[src/hdl/ssp_pkg.sv]
package ssp_pkg;

    typedef enum logic [2:0] {
        ST_OK       = 3'd0,
        ST_SHORT    = 3'd1,
        ST_HEADER   = 3'd2,
        ST_WRONG_ID = 3'd3,
        ST_CHECKSUM = 3'd4
    } status_t;

    // configuration register indexes
    localparam logic CFG_EXPECTED_ID    = 1'b0;
    localparam logic CFG_WRAP_THRESHOLD = 1'b1;

    localparam logic [7:0]  HEADER_BYTE     = 8'hFF;
    localparam logic [7:0]  SIGN_BIT        = 8'h80;
    localparam logic [7:0]  MAG_MASK        = 8'h7F;
    localparam logic [7:0]  MIN_PACKET_IDX  = 8'd5;   // count of 6 bytes
    localparam logic [7:0]  TELEM_LAST_IDX  = 8'd12;  // count of 13 bytes
    localparam logic [7:0]  MIN_TELEM_LEN   = 8'd9;
    localparam logic [7:0]  PAYLOAD_IDX     = 8'd5;
    localparam logic [7:0]  IDX_MAX         = 8'd255;
    localparam int          PAYLOAD_DEPTH   = 8;

    // packet summary handed from the byte collector to the telemetry stage
    typedef struct packed {
        logic                  done;
        status_t               status;
        logic [7:0]            error;
        logic                  telem;
        logic [7:0][7:0]       payload;
    } pkt_info_t;

    typedef struct packed {
        logic [2:0]            parse_status;
        logic [7:0]            servo_error;
        logic signed [15:0]    single_turn_pos;
        logic signed [15:0]    multi_turn_pos;
        logic signed [15:0]    turns;
        logic signed [15:0]    speed_value;
        logic signed [15:0]    load_value;
        logic [8:0]            supply_voltage;
        logic [7:0]            temperature;
        logic                  data_updated;
    } result_t;

    function automatic logic [15:0] sign_mag(input logic [7:0] lo, input logic [7:0] hi);
        logic [15:0] mag;
        mag = {hi & MAG_MASK, lo};
        return ((hi & SIGN_BIT) != 8'd0) ? 16'(16'd0 - mag) : mag;
    endfunction

endpackage

[src/hdl/ssp_if.sv]
interface ssp_byte_if;
    logic       valid;
    logic       ready;
    logic [7:0] rx_byte;
    logic       end_of_packet;

    modport source (output valid, output rx_byte, output end_of_packet, input ready);
    modport sink   (input valid, input rx_byte, input end_of_packet, output ready);
endinterface

interface ssp_report_if;
    logic               valid;
    logic               ready;
    logic [2:0]         parse_status;
    logic [7:0]         servo_error;
    logic signed [15:0] single_turn_pos;
    logic signed [15:0] multi_turn_pos;
    logic signed [15:0] turns;
    logic signed [15:0] speed_value;
    logic signed [15:0] load_value;
    logic [8:0]         supply_voltage;
    logic [7:0]         temperature;
    logic               data_updated;

    modport source (
        output valid, output parse_status, output servo_error, output single_turn_pos,
        output multi_turn_pos, output turns, output speed_value, output load_value,
        output supply_voltage, output temperature, output data_updated, input ready
    );
    modport sink (
        input valid, input parse_status, input servo_error, input single_turn_pos,
        input multi_turn_pos, input turns, input speed_value, input load_value,
        input supply_voltage, input temperature, input data_updated, output ready
    );
endinterface

[src/hdl/ssp_collect.sv]
module ssp_collect
    import ssp_pkg::*;
(
    input  logic              clk,
    input  logic              rst_n,
    ssp_byte_if.sink          bytes,
    input  logic              take,
    input  logic [7:0]        expected_id,
    output pkt_info_t         pkt
);

    logic       s1_valid_reg;
    logic [7:0] s1_byte_reg;
    logic       s1_eop_reg;

    logic [7:0] byte_index_reg, byte_index_next;
    logic       header_ok_reg,  header_ok_next;
    logic [7:0] id_seen_reg,    id_seen_next;
    logic [7:0] length_reg,     length_next;
    logic [7:0] error_reg,      error_next;
    logic [7:0] sum_reg,        sum_next;
    logic [7:0] payload_reg [PAYLOAD_DEPTH];

    logic       fire;
    logic [7:0] b;
    logic [7:0] idx;

    assign b    = s1_byte_reg;
    assign idx  = byte_index_reg;
    assign fire = s1_valid_reg && (!s1_eop_reg || take);
    assign bytes.ready = !s1_valid_reg || fire;

    always_ff @(posedge clk or negedge rst_n)
    begin
        if (!rst_n)
        begin
            s1_valid_reg <= 1'b0;
        end
        else if (bytes.ready)
        begin
            s1_valid_reg <= bytes.valid;
        end
    end

    always_ff @(posedge clk)
    begin
        if (bytes.ready && bytes.valid)
        begin
            s1_byte_reg <= bytes.rx_byte;
            s1_eop_reg  <= bytes.end_of_packet;
        end
    end

    // current byte folded into the packet state
    always_comb
    begin
        header_ok_next = header_ok_reg;
        if ((idx == 8'd0 || idx == 8'd1) && b != HEADER_BYTE)
        begin
            header_ok_next = 1'b0;
        end
        id_seen_next = (idx == 8'd2) ? b : id_seen_reg;
        length_next  = (idx == 8'd3) ? b : length_reg;
        error_next   = (idx == 8'd4) ? b : error_reg;
        sum_next        = (idx >= 8'd2) ? 8'(sum_reg + b) : sum_reg;
        byte_index_next = (idx != IDX_MAX) ? 8'(idx + 8'd1) : idx;
    end

    always_comb
    begin
        pkt.done  = s1_valid_reg && s1_eop_reg && take;
        pkt.error = error_next;
        pkt.telem = (length_next >= MIN_TELEM_LEN) && (idx >= TELEM_LAST_IDX);
        for (int k = 0; k < PAYLOAD_DEPTH; k++)
        begin
            pkt.payload[k] = (idx == 8'(PAYLOAD_IDX + 8'(k))) ? b : payload_reg[k];
        end
        if (idx < MIN_PACKET_IDX)
        begin
            pkt.status = ST_SHORT;
        end
        else if (!header_ok_next)
        begin
            pkt.status = ST_HEADER;
        end
        else if (id_seen_next != expected_id)
        begin
            pkt.status = ST_WRONG_ID;
        end
        else if (~sum_reg != b)
        begin
            pkt.status = ST_CHECKSUM;
        end
        else
        begin
            pkt.status = ST_OK;
        end
    end

    always_ff @(posedge clk or negedge rst_n)
    begin
        if (!rst_n)
        begin
            byte_index_reg <= 8'd0;
            header_ok_reg  <= 1'b1;
            sum_reg        <= 8'd0;
            id_seen_reg    <= 8'd0;
            length_reg     <= 8'd0;
            error_reg      <= 8'd0;
        end
        else if (fire)
        begin
            id_seen_reg <= id_seen_next;
            length_reg  <= length_next;
            error_reg   <= error_next;
            if (s1_eop_reg)
            begin
                byte_index_reg <= 8'd0;
                header_ok_reg  <= 1'b1;
                sum_reg        <= 8'd0;
            end
            else
            begin
                byte_index_reg <= byte_index_next;
                header_ok_reg  <= header_ok_next;
                sum_reg        <= sum_next;
            end
        end
    end

    always_ff @(posedge clk)
    begin
        if (fire)
        begin
            for (int k = 0; k < PAYLOAD_DEPTH; k++)
            begin
                if (idx == 8'(PAYLOAD_IDX + 8'(k)))
                begin
                    payload_reg[k] <= b;
                end
            end
        end
    end

endmodule

[src/hdl/ssp_telemetry.sv]
module ssp_telemetry
    import ssp_pkg::*;
#(
    parameter int STEPS_PER_TURN = 4096
)
(
    input  logic        clk,
    input  logic        rst_n,
    input  pkt_info_t   pkt,
    input  logic [11:0] wrap_threshold,
    output result_t     res
);

    localparam logic [15:0] STEP_INC = 16'(STEPS_PER_TURN);

    logic [15:0] last_pos_reg;
    logic [15:0] turn_reg,       turn_next;
    logic [15:0] turn_steps_reg, turn_steps_next;  // turn_reg * STEPS_PER_TURN, wrapped
    logic        first_reg;

    logic        update;
    logic [15:0] pos;
    logic [15:0] diff;
    logic [16:0] mag;
    logic        ok;

    assign ok     = (pkt.status == ST_OK);
    assign update = pkt.done && ok && pkt.telem;
    assign pos    = {pkt.payload[1], pkt.payload[0]};
    assign diff   = 16'(pos - last_pos_reg);
    assign mag    = diff[15] ? 17'(17'd0 - {1'b1, diff}) : {1'b0, diff};

    always_comb
    begin
        turn_next       = turn_reg;
        turn_steps_next = turn_steps_reg;
        if (!first_reg && mag > {5'd0, wrap_threshold})
        begin
            if (diff[15])
            begin
                turn_next       = 16'(turn_reg + 16'd1);
                turn_steps_next = 16'(turn_steps_reg + STEP_INC);
            end
            else
            begin
                turn_next       = 16'(turn_reg - 16'd1);
                turn_steps_next = 16'(turn_steps_reg - STEP_INC);
            end
        end
    end

    always_ff @(posedge clk or negedge rst_n)
    begin
        if (!rst_n)
        begin
            last_pos_reg   <= 16'd0;
            turn_reg       <= 16'd0;
            turn_steps_reg <= 16'd0;
            first_reg      <= 1'b1;
        end
        else if (update)
        begin
            last_pos_reg   <= pos;
            turn_reg       <= turn_next;
            turn_steps_reg <= turn_steps_next;
            first_reg      <= 1'b0;
        end
    end

    always_comb
    begin
        res = '0;
        res.parse_status = pkt.status;
        if (ok)
        begin
            res.servo_error = pkt.error;
        end
        if (update)
        begin
            res.single_turn_pos = pos;
            res.multi_turn_pos  = 16'(turn_steps_next + pos);
            res.turns           = turn_next;
            res.speed_value     = sign_mag(pkt.payload[2], pkt.payload[3]);
            res.load_value      = sign_mag(pkt.payload[4], pkt.payload[5]);
            res.supply_voltage  = 9'({1'b0, pkt.payload[6]} + 9'd1);
            res.temperature     = pkt.payload[7];
            res.data_updated    = 1'b1;
        end
    end

endmodule

[src/hdl/servo_status_packet_parser.sv]
// channel   dir   payload                                    request moves
// bytes     in    rx_byte, end_of_packet                     valid & ready
// report    out   parse_status .. data_updated (10 fields)   valid & ready
// cfg       in    cfg_wen, cfg_idx, cfg_data                 cfg_wen
//
// One byte per cycle sustained while no end byte waits. Each byte is registered in the input
// register first; an end byte's report is then registered in the output register.
// Only end bytes wait on a full output register; other bytes flow through.
// Reset: expected_id 1, wrap_threshold 2048, no packet in progress, no turns.
module servo_status_packet_parser
    import ssp_pkg::*;
#(
    parameter int STEPS_PER_TURN = 4096
)
(
    input  logic         clk,
    input  logic         rst_n,
    ssp_byte_if.sink     bytes,
    ssp_report_if.source report,
    input  logic         cfg_wen,
    input  logic         cfg_idx,
    input  logic [11:0]  cfg_data
);

    logic [7:0]  expected_id_reg;
    logic [11:0] wrap_threshold_reg;
    logic        out_valid_reg;
    result_t     res_reg;
    result_t     res;
    pkt_info_t   pkt;
    logic        take;

    assign take = !out_valid_reg || report.ready;

    always_ff @(posedge clk or negedge rst_n)
    begin
        if (!rst_n)
        begin
            expected_id_reg    <= 8'd1;
            wrap_threshold_reg <= 12'd2048;
        end
        else if (cfg_wen)
        begin
            case (cfg_idx)
                CFG_EXPECTED_ID:    expected_id_reg    <= cfg_data[7:0];
                CFG_WRAP_THRESHOLD: wrap_threshold_reg <= cfg_data;
                default:            ;
            endcase
        end
    end

    ssp_collect u_collect (
        .clk         (clk),
        .rst_n       (rst_n),
        .bytes       (bytes),
        .take        (take),
        .expected_id (expected_id_reg),
        .pkt         (pkt)
    );

    ssp_telemetry #(
        .STEPS_PER_TURN (STEPS_PER_TURN)
    ) u_telemetry (
        .clk            (clk),
        .rst_n          (rst_n),
        .pkt            (pkt),
        .wrap_threshold (wrap_threshold_reg),
        .res            (res)
    );

    always_ff @(posedge clk or negedge rst_n)
    begin
        if (!rst_n)
        begin
            out_valid_reg <= 1'b0;
        end
        else if (pkt.done)
        begin
            out_valid_reg <= 1'b1;
        end
        else if (report.ready)
        begin
            out_valid_reg <= 1'b0;
        end
    end

    always_ff @(posedge clk)
    begin
        if (pkt.done)
        begin
            res_reg <= res;
        end
    end

    assign report.valid           = out_valid_reg;
    assign report.parse_status    = res_reg.parse_status;
    assign report.servo_error     = res_reg.servo_error;
    assign report.single_turn_pos = res_reg.single_turn_pos;
    assign report.multi_turn_pos  = res_reg.multi_turn_pos;
    assign report.turns           = res_reg.turns;
    assign report.speed_value     = res_reg.speed_value;
    assign report.load_value      = res_reg.load_value;
    assign report.supply_voltage  = res_reg.supply_voltage;
    assign report.temperature     = res_reg.temperature;
    assign report.data_updated    = res_reg.data_updated;

endmodule

[src/flat_wrapper.sv]
// flat-port wrapper written by rule: the top's interface ports become plain ports
module servo_status_packet_parser_flat import ssp_pkg::*;
#(
    parameter int STEPS_PER_TURN = 4096
)
  (clk, rst_n, cfg_wen, cfg_idx, cfg_data, bytes_valid, bytes_rx_byte, bytes_end_of_packet, bytes_ready, report_valid, report_parse_status, report_servo_error, report_single_turn_pos, report_multi_turn_pos, report_turns, report_speed_value, report_load_value, report_supply_voltage, report_temperature, report_data_updated, report_ready);
  ssp_byte_if bytes_i ();
  ssp_report_if report_i ();
  input  logic clk;
  input  logic rst_n;
  input  logic cfg_wen;
  input  logic cfg_idx;
  input  logic [11:0] cfg_data;
  input wire logic [$bits(bytes_i.valid)-1:0] bytes_valid;
  input wire logic [$bits(bytes_i.rx_byte)-1:0] bytes_rx_byte;
  input wire logic [$bits(bytes_i.end_of_packet)-1:0] bytes_end_of_packet;
  output wire logic [$bits(bytes_i.ready)-1:0] bytes_ready;
  output wire logic [$bits(report_i.valid)-1:0] report_valid;
  output wire logic [$bits(report_i.parse_status)-1:0] report_parse_status;
  output wire logic [$bits(report_i.servo_error)-1:0] report_servo_error;
  output wire logic [$bits(report_i.single_turn_pos)-1:0] report_single_turn_pos;
  output wire logic [$bits(report_i.multi_turn_pos)-1:0] report_multi_turn_pos;
  output wire logic [$bits(report_i.turns)-1:0] report_turns;
  output wire logic [$bits(report_i.speed_value)-1:0] report_speed_value;
  output wire logic [$bits(report_i.load_value)-1:0] report_load_value;
  output wire logic [$bits(report_i.supply_voltage)-1:0] report_supply_voltage;
  output wire logic [$bits(report_i.temperature)-1:0] report_temperature;
  output wire logic [$bits(report_i.data_updated)-1:0] report_data_updated;
  input wire logic [$bits(report_i.ready)-1:0] report_ready;
  assign bytes_i.valid = bytes_valid;
  assign bytes_i.rx_byte = bytes_rx_byte;
  assign bytes_i.end_of_packet = bytes_end_of_packet;
  assign bytes_ready = bytes_i.ready;
  assign report_valid = report_i.valid;
  assign report_parse_status = report_i.parse_status;
  assign report_servo_error = report_i.servo_error;
  assign report_single_turn_pos = report_i.single_turn_pos;
  assign report_multi_turn_pos = report_i.multi_turn_pos;
  assign report_turns = report_i.turns;
  assign report_speed_value = report_i.speed_value;
  assign report_load_value = report_i.load_value;
  assign report_supply_voltage = report_i.supply_voltage;
  assign report_temperature = report_i.temperature;
  assign report_data_updated = report_i.data_updated;
  assign report_i.ready = report_ready;
  servo_status_packet_parser #(.STEPS_PER_TURN(STEPS_PER_TURN)) u_core (.clk(clk), .rst_n(rst_n), .bytes(bytes_i), .report(report_i), .cfg_wen(cfg_wen), .cfg_idx(cfg_idx), .cfg_data(cfg_data));
endmodule
[config.mk]
export PLATFORM = sky130hd
export DESIGN_NAME = servo_status_packet_parser_flat
export DESIGN_NICKNAME = d
export VERILOG_FILES = /design/src/hdl/ssp_pkg.sv /design/src/hdl/ssp_if.sv /design/src/hdl/ssp_collect.sv /design/src/hdl/ssp_telemetry.sv /design/src/hdl/servo_status_packet_parser.sv /design/src/flat_wrapper.sv
export SDC_FILE = /design/constraint.sdc
export NUM_CORES = 1
export LEC_CHECK = 0
export ABC_AREA = 1
export CELL_PAD_IN_SITES_DETAIL_PLACEMENT = 1
export CELL_PAD_IN_SITES_GLOBAL_PLACEMENT = 2
export CORE_MARGIN = 4
export CORE_UTILIZATION = 40
export CTS_BUF_LIST = sky130_fd_sc_hd__clkbuf_4 sky130_fd_sc_hd__clkbuf_8
export CTS_CLUSTER_DIAMETER = 60
export DETAILED_ROUTE_END_ITERATION = 8
export DONT_BUFFER_PORTS = 1
export GPL_TIMING_DRIVEN = 0
export PLACE_DENSITY = 0.81
export SETUP_SLACK_MARGIN = 0.02
export SLEW_MARGIN = 10
export SYNTH_ARGS = -nofsm -noshare
export SYNTH_HDL_FRONTEND = slang
export SYNTH_SLANG_ARGS = --single-unit
[constraint.sdc]
create_clock -name clk -period 7.3 [get_ports clk]
set_input_delay 0.73 -clock clk [delete_from_list [all_inputs] [get_ports clk]]
set_output_delay 0.73 -clock clk [all_outputs]
set_load 0.1 [all_outputs]
# Word level (Yosys, flattened, before mapping)
# Memories as Yosys holds them, arrays and structs flattened. A register that Yosys moved wholly into a read port is not among the register bits.
# Cells that the tools add are included.
word_totals:
  n_memories: 1
  regBits: 222
  ram_bits: 64
op_classes:
  mux: 75
  bitwise_logic: 2
  n_lt_le_gt_ge: 5
  eq_ne: 16
  n_addsub: 12
  n_reduce_logical: 36
mem_list:
  columns: ["memory", "depth", "word_bits", "rd", "rd_ports_with_merged_regs", "write_ports", "line", "rtl"]
  rows:
  - ["u_core.u_collect.payload_reg", 8, 8, 8, 1, 1, "ssp_collect.sv:22", "logic [7:0] payload_reg [PAYLOAD_DEPTH];"]
ops:
  columns: ["cell", "count"]
  rows:
  - ["8-bit 2-to-1 mux", 21]
  - ["16-bit 2-to-1 mux", 4]
  - ["8-bit OR reduction", 7]
  - ["8-bit by 4-bit equality test with 1-bit output (second input constant)", 5]
  - ["1-bit 2-to-1 mux", 36]
  - ["3-bit 2-to-1 mux", 11]
  - ["8-bit by 3-bit equality test with 1-bit output (second input constant)", 4]
  - ["1-bit by 15-bit subtractor with 16-bit output (first input constant)", 2]
  - ["15-bit 2-to-1 mux", 2]
  - ["17-bit by 12-bit greater-than comparator with 1-bit output", 1]
  - ["17-bit 2-to-1 mux", 1]
  - ["1-bit by 17-bit subtractor with 17-bit output (first input constant)", 1]
  - ["16-bit by 1-bit adder with 16-bit output (second input constant)", 1]
  - ["16-bit by 13-bit adder with 16-bit output (second input constant)", 1]
  - ["16-bit adder", 1]
  - ["8-bit by 2-bit equality test with 1-bit output (second input constant)", 2]
  - ["8-bit by 4-bit greater-or-equal comparator with 1-bit output (second input constant)", 2]
  - ["8-bit != test", 2]
  - ["8-bit != test (second input constant)", 2]
  - ["16-bit by 1-bit subtractor with 16-bit output (second input constant)", 1]
  - ["16-bit by 13-bit subtractor with 16-bit output (second input constant)", 1]
  - ["16-bit subtractor", 1]
  - ["2-bit AND reduction", 6]
  - ["8-bit by 1-bit adder with 9-bit output (second input constant)", 1]
  - ["other kinds (13)", 30]

# Depth between registers and ports, before layout
# Gate-level depths: netlist of run 1.
depth:
  depth_word: 14
  depth_mapped: 51
  depth_no_buf: 48

# Modules after synthesis
# From an unflattened synthesis of run 1, not the netlist that was laid out.
hier_totals:
  cells_unflattened: 1735
  hier_area_um2: 15258.4
by_module_without_submodules:
  columns: ["module", "instances", "cells_per_inst", "area_each_um2"]
  rows:
  - ["ssp_collect", 1, 605, 5626.6]
  - ["ssp_telemetry", 1, 930, 5529.1]
  - ["servo_status_packet_parser", 1, 200, 4102.7]

# Least setup slack after synthesis of run 1
# OpenSTA, ideal clock, no wires.
synth_path:
  path_type: "register -> register"
  from: "register u_core.out_valid_reg, in the netlist u_core.report.valid"
  to: "register u_core.res_reg (netlist bit u_core.report.load_value[13]) (data pin)"
  setup_ns: 0.142
  arrival_time_ns: 6.643
  setup_slack_ns: 0.516
  path_buffers: 2
  path_stages_with_launch: 12
  path_cell_list: "dfrtp_1 inv_1 nor2_1 nor2_1 inv_1 nor2_1 inv_1 nor2_2 buf_4 buf_6 o21ai_1 a21oi_2"
synth_lines:
  columns: ["element", "line", "rtl"]
  rows:
  - ["from (decl)", "servo_status_packet_parser.sv:27", "logic out_valid_reg;"]
  - ["from (signal assigned)", "servo_status_packet_parser.sv:75", "out_valid_reg <= 1'b0;"]
  - ["from (signal assigned)", "servo_status_packet_parser.sv:79", "out_valid_reg <= 1'b1;"]
  - ["from (signal assigned)", "servo_status_packet_parser.sv:83", "out_valid_reg <= 1'b0;"]
  - ["to (signal assigned)", "servo_status_packet_parser.sv:91", "res_reg <= res;"]
  - ["to (decl)", "servo_status_packet_parser.sv:28", "result_t res_reg;"]

==> results.cfg, run 1 <==
[status]
status = finished, final reports clean

[cts]
cts_root_buffer = clkbuf_8
cts_buffers = 49
worstSkewPairLatency_ns = 0.65
tritoncts = yes
cts.clk_slew.worst_paths_ns = 0.06
cts.sinks = 270
htreeDepth = 2
cts.path.max_buffers = 3

[logic_synthesis]
synth_top_area_cell = edfxtp_1
synth_flop_cell = edfxtp_1
synth_most_common_cell = nand2_1
synth_top_area_share = 0.326
syn_inst = 1742
synth_area_leaders = edfxtp_1, dfrtp_1, nand2_1
synthesis.area_mm2 = 0.0149
avgSynthCellArea_um2 = 8.56
syn-num-nets = 1835
yosysWarnings = 0
synth-seq-cells = 270
synth_commonest_cells = nand2_1, inv_1, edfxtp_1
yosysSeqAreaShare = 0.505
ys_async_sr_fraction = 0.370
synth_edf_count = 162
synth_cell_types = 48

[sta]
hold_viol_final = 0
setup_slack_ns = 0.558
slew_violations = 0
totalNegativeSetupSlack_ns = 0
skew_ns = 0.0432
min_period_ns = 6.74
max_freq_mhz = 148
setup_viol = 0
period_share = 0.924
slew_headroom = 0.229
whs_ns = 0.0719
tightest_slew_ns = 1.15

[die]
dieArea_mm2 = 0.0404
die_w_um = 201
rows = 70
die_h_um = 201
initial_core_util = 0.406
coreArea_mm2 = 0.0367
ios = 138

[setup_path]
critPathCaptureType = flip-flop
cpMaxStageDelayCell = edfxtp_1
r2r_slack_ns = 0.56
ff2ff_path_depth = 39
crit_type = reg2reg
cp_slowest_stage_delay_ns = 0.81
arrival_ns = 7.10
required_ns = 7.66
crit_path_frequent_cell = nand2_1
cp_max_fo = 13
startpoint_type = flip-flop

[placed_design]
io_buffers = 0
hpwl_um = 30500
postPlaceCellArea_mm2 = 0.0156
place.gp.congestion = 0.829
place_inst = 2213
dpl_worst_slack_ns = -0.674

[min_path]
min_path_type = in2async

[global_routing]
grt_pass1_vias = 12200
grt_max_degree = 101
grt_pass1_wl_um = 67200
track_usage = 0.208
grt_overflow = 0
antenna_found_initial = 0

[layout]
fin_cells = 2320
drive_gt1_frac = 0.109
antenna-diode-count = 0
area_delta_synth_final_pct = 13.4
largest_reg_flops = 64
fin_area_mm2 = 0.0169
fin_nets = 1905
fin_util = 0.461

[drt]
drcViolationCount = 0
vias = 11600
via_per_inst = 5.01
drt-pass1-iter-count = 5
wl_per_cell_um = 18.0
drt-total-wl_um = 41800
drtIter0Drc = 507
antenna_left = 0

[power_and_ir_drop]
static-leakage-power_nw = 7.76
irDropWorstVdd_mv = 0.169
report.power.total_mw = 4.87
p_per_area_mw_per_mm2 = 288

[job]
drv_cap = 0
[worst max-delay path, delay by kind of cell (launching register included)]
kind	cells	cell delay [ns]
simple gates	19	1.82
fa+ha+maj	3	0.84
buf+inv	8	1.17
compound gates	7	1.45
xor+xnor	2	0.29
flops	1	0.81
[power breakdown]
group / internal [mW] / switching [mW]
clock: 0.874 / 0.674
combinational: 0.446 / 0.845
sequential: 1.78 / 0.255
[what timing repair did]
item | 4_1_cts | 5_1_grt
hold buffers | 1 | 0
cloned | 0 | 0
endpoints found under the hold margin | 100 | 0
gates resized for setup | 27 | 29
setup buffers | 0 | 15
setup endpoints to repair | 4 | 4
pin swaps | 0 | 4
[logic make-up (layout without fill, tap and decap cells)]
| logic type | count (synthesis) | after routing | synth area share |
|---|---|---|---|
| xor+xnor | 59 | 59 | 0.0347 |
| fa+ha+maj | 66 | 66 | 0.0579 |
| buf+inv | 335 | 445 | 0.0921 |
| simple gates | 730 | 730 | 0.209 |
| flops | 270 | 270 | 0.505 |
| compound gates | 282 | 282 | 0.101 |
[worst paths after layout]
check                                          startpoint                             endpoint
max                                 u_core.u_collect.b[3]     u_core.report.multi_turn_pos[15]
min                                                 rst_n  u_core.u_telemetry.last_pos_reg[15]
max reg2reg                         u_core.u_collect.b[3]     u_core.report.multi_turn_pos[15]
min reg2reg                u_core.u_collect.length_reg[2]       u_core.u_collect.length_reg[2]
max in group asynchronous                           rst_n        u_core.wrap_threshold_reg[11]
min in group clk                         bytes_rx_byte[1]                u_core.u_collect.b[1]
[cell usage in the layout, fill, tap and decap left out, types with 8 or more instances in the layout]
cell and instances:
nor2_1 140, o21ai_0 147, edfxtp_1 162, dfrtp_1 96, clkbuf_8 53, o21bai_1 16, a21oi_1 63, xor2_1 48
nor2_2 8, nand4_1 18, clkbuf_4 18, xnor2_1 11, ha_1 55, buf_4 32, o21ai_1 23, inv_1 271
clkinv_2 11, buf_2 10, clkbuf_1 19, nor2_4 12, nand3_1 96, nand2_1 421, dfxtp_1 8, nor3_1 16
[per-layer routing]
metal	global-route usage	vias up	wire length, um
met5	0	-	0
met4	0.0605	0	840
met2	0.338	187	19400
met1	0.286	5571	19800
li1	-	5803	-
met3	0.0376	61	1710
[area by class of cell]
cell class                 instances  area, um^2
buffer                            55         349
sequential                       270        7530
inverter                         280        1060
multi-input combinational       1137        6120
timing repair buffer              19         200
fill                            4335       19800
clock buffer                      70         857
tap                              468         586
clock inverter                    21         206
Power figures use the tool's default switching activity.
==> run 2: changes to the inputs <==
- CELL_PAD_IN_SITES_DETAIL_PLACEMENT: 1 -> default
- CELL_PAD_IN_SITES_GLOBAL_PLACEMENT: 2 -> default
- CTS_BUF_LIST: sky130_fd_sc_hd__clkbuf_4 sky130_fd_sc_hd__clkbuf_8 -> sky130_fd_sc_hd__clkbuf_2 sky130_fd_sc_hd__clkbuf_4 sky130_fd_sc_hd__clkbuf_8
- PLACE_DENSITY: 0.81 -> 0.54
- clock period: 7.3 -> 8.2 ns (I/O delays scaled with it)
==> results.cfg, run 2 (synthesis gave the netlist of run 1 again) <==
[sta]
tightest_slew_ns = 0.975
skew_ns = 0.0352
slew_violations = 0
min_period_ns = 7.49
totalNegativeSetupSlack_ns = 0
hold_viol_final = 0
rsz0062_at_grt = false
setup_viol = 0
whs_ns = 0.0596
slew_headroom = 0.350
max_freq_mhz = 133
period_share = 0.914
setup_slack_ns = 0.709

[drt]
wl_per_cell_um = 16.6
drcViolationCount = 0
via_per_inst = 4.94
antenna_left = 0
vias = 11400
drt-pass1-iter-count = 5
drt-total-wl_um = 38300
drtIter0Drc = 823

[cts]
htreeDepth = 2
worstSkewPairLatency_ns = 0.64
cts.path.max_buffers = 3
cts.sinks = 270
tritoncts = yes
cts.clk_slew.worst_paths_ns = 0.06
cts_root_buffer = clkbuf_8
cts_buffers = 49

[job]
drv_cap = 0

[power_and_ir_drop]
p_per_area_mw_per_mm2 = 257
irDropWorstVdd_mv = 0.151
static-leakage-power_nw = 7.65

[setup_path]
startpoint_type = flip-flop
required_ns = 8.58
cpMaxStageDelayCell = edfxtp_1
cp_slowest_stage_delay_ns = 0.87
cp_max_fo = 26
crit_path_frequent_cell = nand2_1
arrival_ns = 7.87
critPathCaptureType = flip-flop
crit_type = reg2reg

[layout]
area_delta_synth_final_pct = 11.9
drive_gt1_frac = 0.0854
fin_util = 0.455
fin_area_mm2 = 0.0167
layout_common_cells = nand2_1, inv_1, edfxtp_1, o21ai_0, nor2_1
fillers = 3537
layout_commonest_cell = nand2_1
largest_reg_flops = 64
fin_nets = 1891
antenna-diode-count = 0

[global_routing]
track_usage = 0.187
grt_pass1_wl_um = 60300
antenna_found_initial = 0
grt_overflow = 0
grt_max_degree = 97
grt_pass1_vias = 10600

[die]
ios = 138
dieArea_mm2 = 0.0404
initial_core_util = 0.406
die_h_um = 201
rows = 70
coreArea_mm2 = 0.0367
die_w_um = 201

[min_path]
min_path_type = in2async

[placed_design]
hpwl_um = 27000
io_buffers = 0
dpl_worst_slack_ns = 0.599
postPlaceCellArea_mm2 = 0.0156
place.gp.congestion = 0.885

[status]
status = finished, final reports clean
==> run 2: changes by cell type in the layout (fill, tap and decap cells not counted), sizes merged <==
cell / change
buf: -17
clkinv: +1
clkinvlp: +1
dlygate4sd3: +1
inv: +1
==> run 2: layout make-up <==
cell class / instances / area (um^2) / share of cell area
Tap cell: 468 / 586 / 0.0351
Buffer: 55 / 325 / 0.0195
Clock inverter: 24 / 220 / 0.0132
Timing Repair Buffer: 5 / 97.6 / 0.00585
Multi-Input combinational cell: 1137 / 6010 / 0.361
Clock buffer: 68 / 855 / 0.0512
Sequential cell: 270 / 7530 / 0.452
Inverter: 280 / 1050 / 0.0630
==> run 2: final timing paths <==
path	slack [ns]	startpoint	cells past startpoint	to
worst max-delay path	0.71	u_core.u_collect.b[4]	38	u_core.report.multi_turn_pos[15]
worst min-delay path	0.06	rst_n	0	u_core.u_collect.header_ok_reg
worst max register to register	0.71	u_core.u_collect.b[4]	38	u_core.report.multi_turn_pos[15]
worst min register to register	0.48	u_core.u_collect.length_reg[7]	2	u_core.u_collect.length_reg[7]
max in group asynchronous	7.39	rst_n	1	u_core.wrap_threshold_reg[11]
min in group clk	0.28	bytes_rx_byte[7]	0	u_core.u_collect.b[7]
==> run 2: what timing repair did <==
action	in CTS	in global routing
endpoints found under the hold margin	96	0
hold buffers	2	0
gates resized for setup	0	6
setup endpoints to repair	0	3
buffers inserted	0	0
==> run 2: per-stage QoR <==
stage / cells / total power, mW
after floorplan: 1742 / 2.66
after global placement: 2210 / 2.89
after detailed placement: 2213 / 2.91
after CTS: 2307 / 4.34
after global routing: 2307 / 4.58
final: 2307 / 4.29
==> run 2: metal layers <==
| metal | GRT usage | vias up | share of wire |
|---|---|---|---|
| met3 | 0.0384 | 58 | 0.048 |
| met4 | 0.0467 | 0 | 0.021 |
| met2 | 0.289 | 264 | 0.45 |
| met5 | 0 | - | 0 |
| li1 | - | 5787 | - |
| met1 | 0.270 | 5290 | 0.49 |
==> run 2: where the power goes <==
| part | total (mW) | internal [mW] | switching (mW) |
|---|---|---|---|
| registers | 1.81 | 1.58 | 0.228 |
| logic | 1.09 | 0.377 | 0.711 |
| clock network | 1.39 | 0.782 | 0.611 |
| total | 4.29 | 2.74 | 1.55 |
==> run 2: critical path: cells and delay by family (launching register included) <==
kind / cells / cell delay (ns)
AO/OA/AOI/OAI: 8 / 1.85
AND/OR/NAND/NOR: 18 / 1.71
buffers and inverters: 7 / 1.59
flip-flops: 1 / 0.87
adder cells (fa/ha/maj): 3 / 0.86
XOR/XNOR: 2 / 0.31
==> run 3: changes to the inputs <==
--- a/config.mk
+++ b/config.mk
@@ -8,4 +8,4 @@
 export ABC_AREA = 1
-export CORE_MARGIN = 4
-export CORE_UTILIZATION = 40
+export CORE_MARGIN = 2
+export CORE_UTILIZATION = 47
 export CTS_BUF_LIST = sky130_fd_sc_hd__clkbuf_2 sky130_fd_sc_hd__clkbuf_4 sky130_fd_sc_hd__clkbuf_8
@@ -15,3 +15,3 @@
 export GPL_TIMING_DRIVEN = 0
-export PLACE_DENSITY = 0.54
+export PLACE_DENSITY = 0.62
 export SETUP_SLACK_MARGIN = 0.02
==> constraint.sdc (replaced) <==
create_clock -name clk -period 8.2 [get_ports clk]
set_input_delay 1.64 -clock clk [delete_from_list [all_inputs] [get_ports clk]]
set_output_delay 1.64 -clock clk [all_outputs]
set_load 0.1 [all_outputs]
==> results.cfg, run 3 (synthesis gave the netlist of run 1 again) <==
[job]
drv_cap = 0

[drt]
wl_per_cell_um = 16.1
drcViolationCount = 0
drt-total-wl_um = 35900
via_per_inst = 5.17
drt-pass1-iter-count = 6
drtIter0Drc = 954
antenna_left = 0
vias = 11500

[cts]
cts.clk_slew.worst_paths_ns = 0.06
cts_buffers = 46
hold_buffers = 0
tritoncts = yes
worstSkewPairLatency_ns = 0.58
cts_root_buffer = clkbuf_8
cts.path.max_buffers = 3
htreeDepth = 2
cts.sinks = 270

[sta]
slew_violations = 0
skew_ns = 0.0349
hold_viol_final = 0
whs_ns = 0.485
max_freq_mhz = 133
slew_headroom = 0.276
period_share = 0.915
rsz0062_at_grt = false
setup_slack_ns = 0.697
min_period_ns = 7.50
setup_viol = 0
tightest_slew_ns = 1.09

[global_routing]
grt_max_degree = 101
antenna_found_initial = 0
grt_overflow = 0
grt_pass1_wl_um = 56500
grt_pass1_vias = 10700
track_usage = 0.216

[layout]
area_delta_synth_final_pct = 10.4
fin_nets = 1886
drive_gt1_frac = 0.0820
largest_reg_flops = 64
layout_common_cells = nand2_1, inv_1, edfxtp_1, o21ai_0, nor2_1
antenna-diode-count = 0
layout_commonest_cell = nand2_1

[status]
status = finished, final reports clean

[placed_design]
io_buffers = 0
place.gp.congestion = 0.883
hpwl_um = 25600
dpl_worst_slack_ns = 0.583

[setup_path]
cp_max_fo = 26
cpMaxStageDelayCell = dfrtp_1
worst-path-buf-inv = 9
startpoint_type = flip-flop
crit_type = reg2reg
arrival_ns = 7.81
path_delay_family = simple AND/OR/NAND/NOR gates
cp_slowest_stage_delay_ns = 0.45
crit_path_frequent_cell = nand2_1
critPathCaptureType = flip-flop
required_ns = 8.50

[power_and_ir_drop]
irDropWorstVdd_mv = 0.154
report.power.total_mw = 4.17
p_per_area_mw_per_mm2 = 253
static-leakage-power_nw = 7.59

[min_path]
min_path_type = reg2reg

[die]
dieArea_mm2 = 0.0332
initial_core_util = 0.475
ios = 138
rows = 65
coreArea_mm2 = 0.0314
die_w_um = 182
die_h_um = 182
[run 3: area by class of cell]
| type | count | area [um^2] |
|---|---|---|
| Buffer | 55 | 325 |
| Clock buffer | 65 | 795 |
| Clock inverter | 20 | 189 |
| Fill cell | 2938 | 14900 |
| Inverter | 280 | 1050 |
| Multi-Input combinational cell | 1137 | 6010 |
| Sequential cell | 270 | 7530 |
| Tap cell | 402 | 503 |
| Timing Repair Buffer | 3 | 60.1 |
[run 3: worst paths after layout]
kind                                                    end  cells after the start  slack, ns                          startpoint
setup / recovery           u_core.report.multi_turn_pos[15]                     44       0.70  u_core.u_collect.byte_index_reg[4]
hold / removal               u_core.u_collect.length_reg[0]                      2       0.48      u_core.u_collect.length_reg[0]
setup reg to reg           u_core.report.multi_turn_pos[15]                     44       0.70  u_core.u_collect.byte_index_reg[4]
hold reg to reg              u_core.u_collect.length_reg[0]                      2       0.48      u_core.u_collect.length_reg[0]
max in group asynchronous    u_core.u_collect.header_ok_reg                      0       7.17                               rst_n
min in group asynchronous    u_core.u_telemetry.turn_reg[7]                      0       0.77                               rst_n
[run 3: per-stage QoR]
stage                     cells  area, um^2  TNS [ns]  utilization
after floorplan            1742       14900         0            -
after global placement     2144       15400   -392.63        0.491
after detailed placement   2147       15500         0        0.493
after CTS                  2232       16500         0        0.525
after global routing       2232       16500         0        0.525
final                      2232       16500         0        0.525
[run 3: what timing repair did]
item                       CTS  global route
resized for setup            0             3
setup buffers                0             0
setup endpoints to repair    0             3
hold endpoints to repair     0             0
[run 3: power by group]
part	switching [mW]	leakage, nW	internal [mW]
Clock	0.555	0.514	0.726
Combinational	0.702	4.24	0.376
Sequential	0.227	2.83	1.58
[run 3: per-layer routing]
layer  global-route usage  share of wire  wire length, um  vias up
met5                    0              0                0        -
met4               0.0581          0.022              773        0
met3               0.0381          0.059             2110       58
met2                0.350           0.46            16400      335
met1                0.301           0.46            16700     5386
li1                     -              -                -     5768
[run 3: tightest hold or removal path, stage by stage, from the launching register on]
cell and delay, ns:
dfrtp_1 0.33, nand2_1 0.05, o21ai_0 0.06
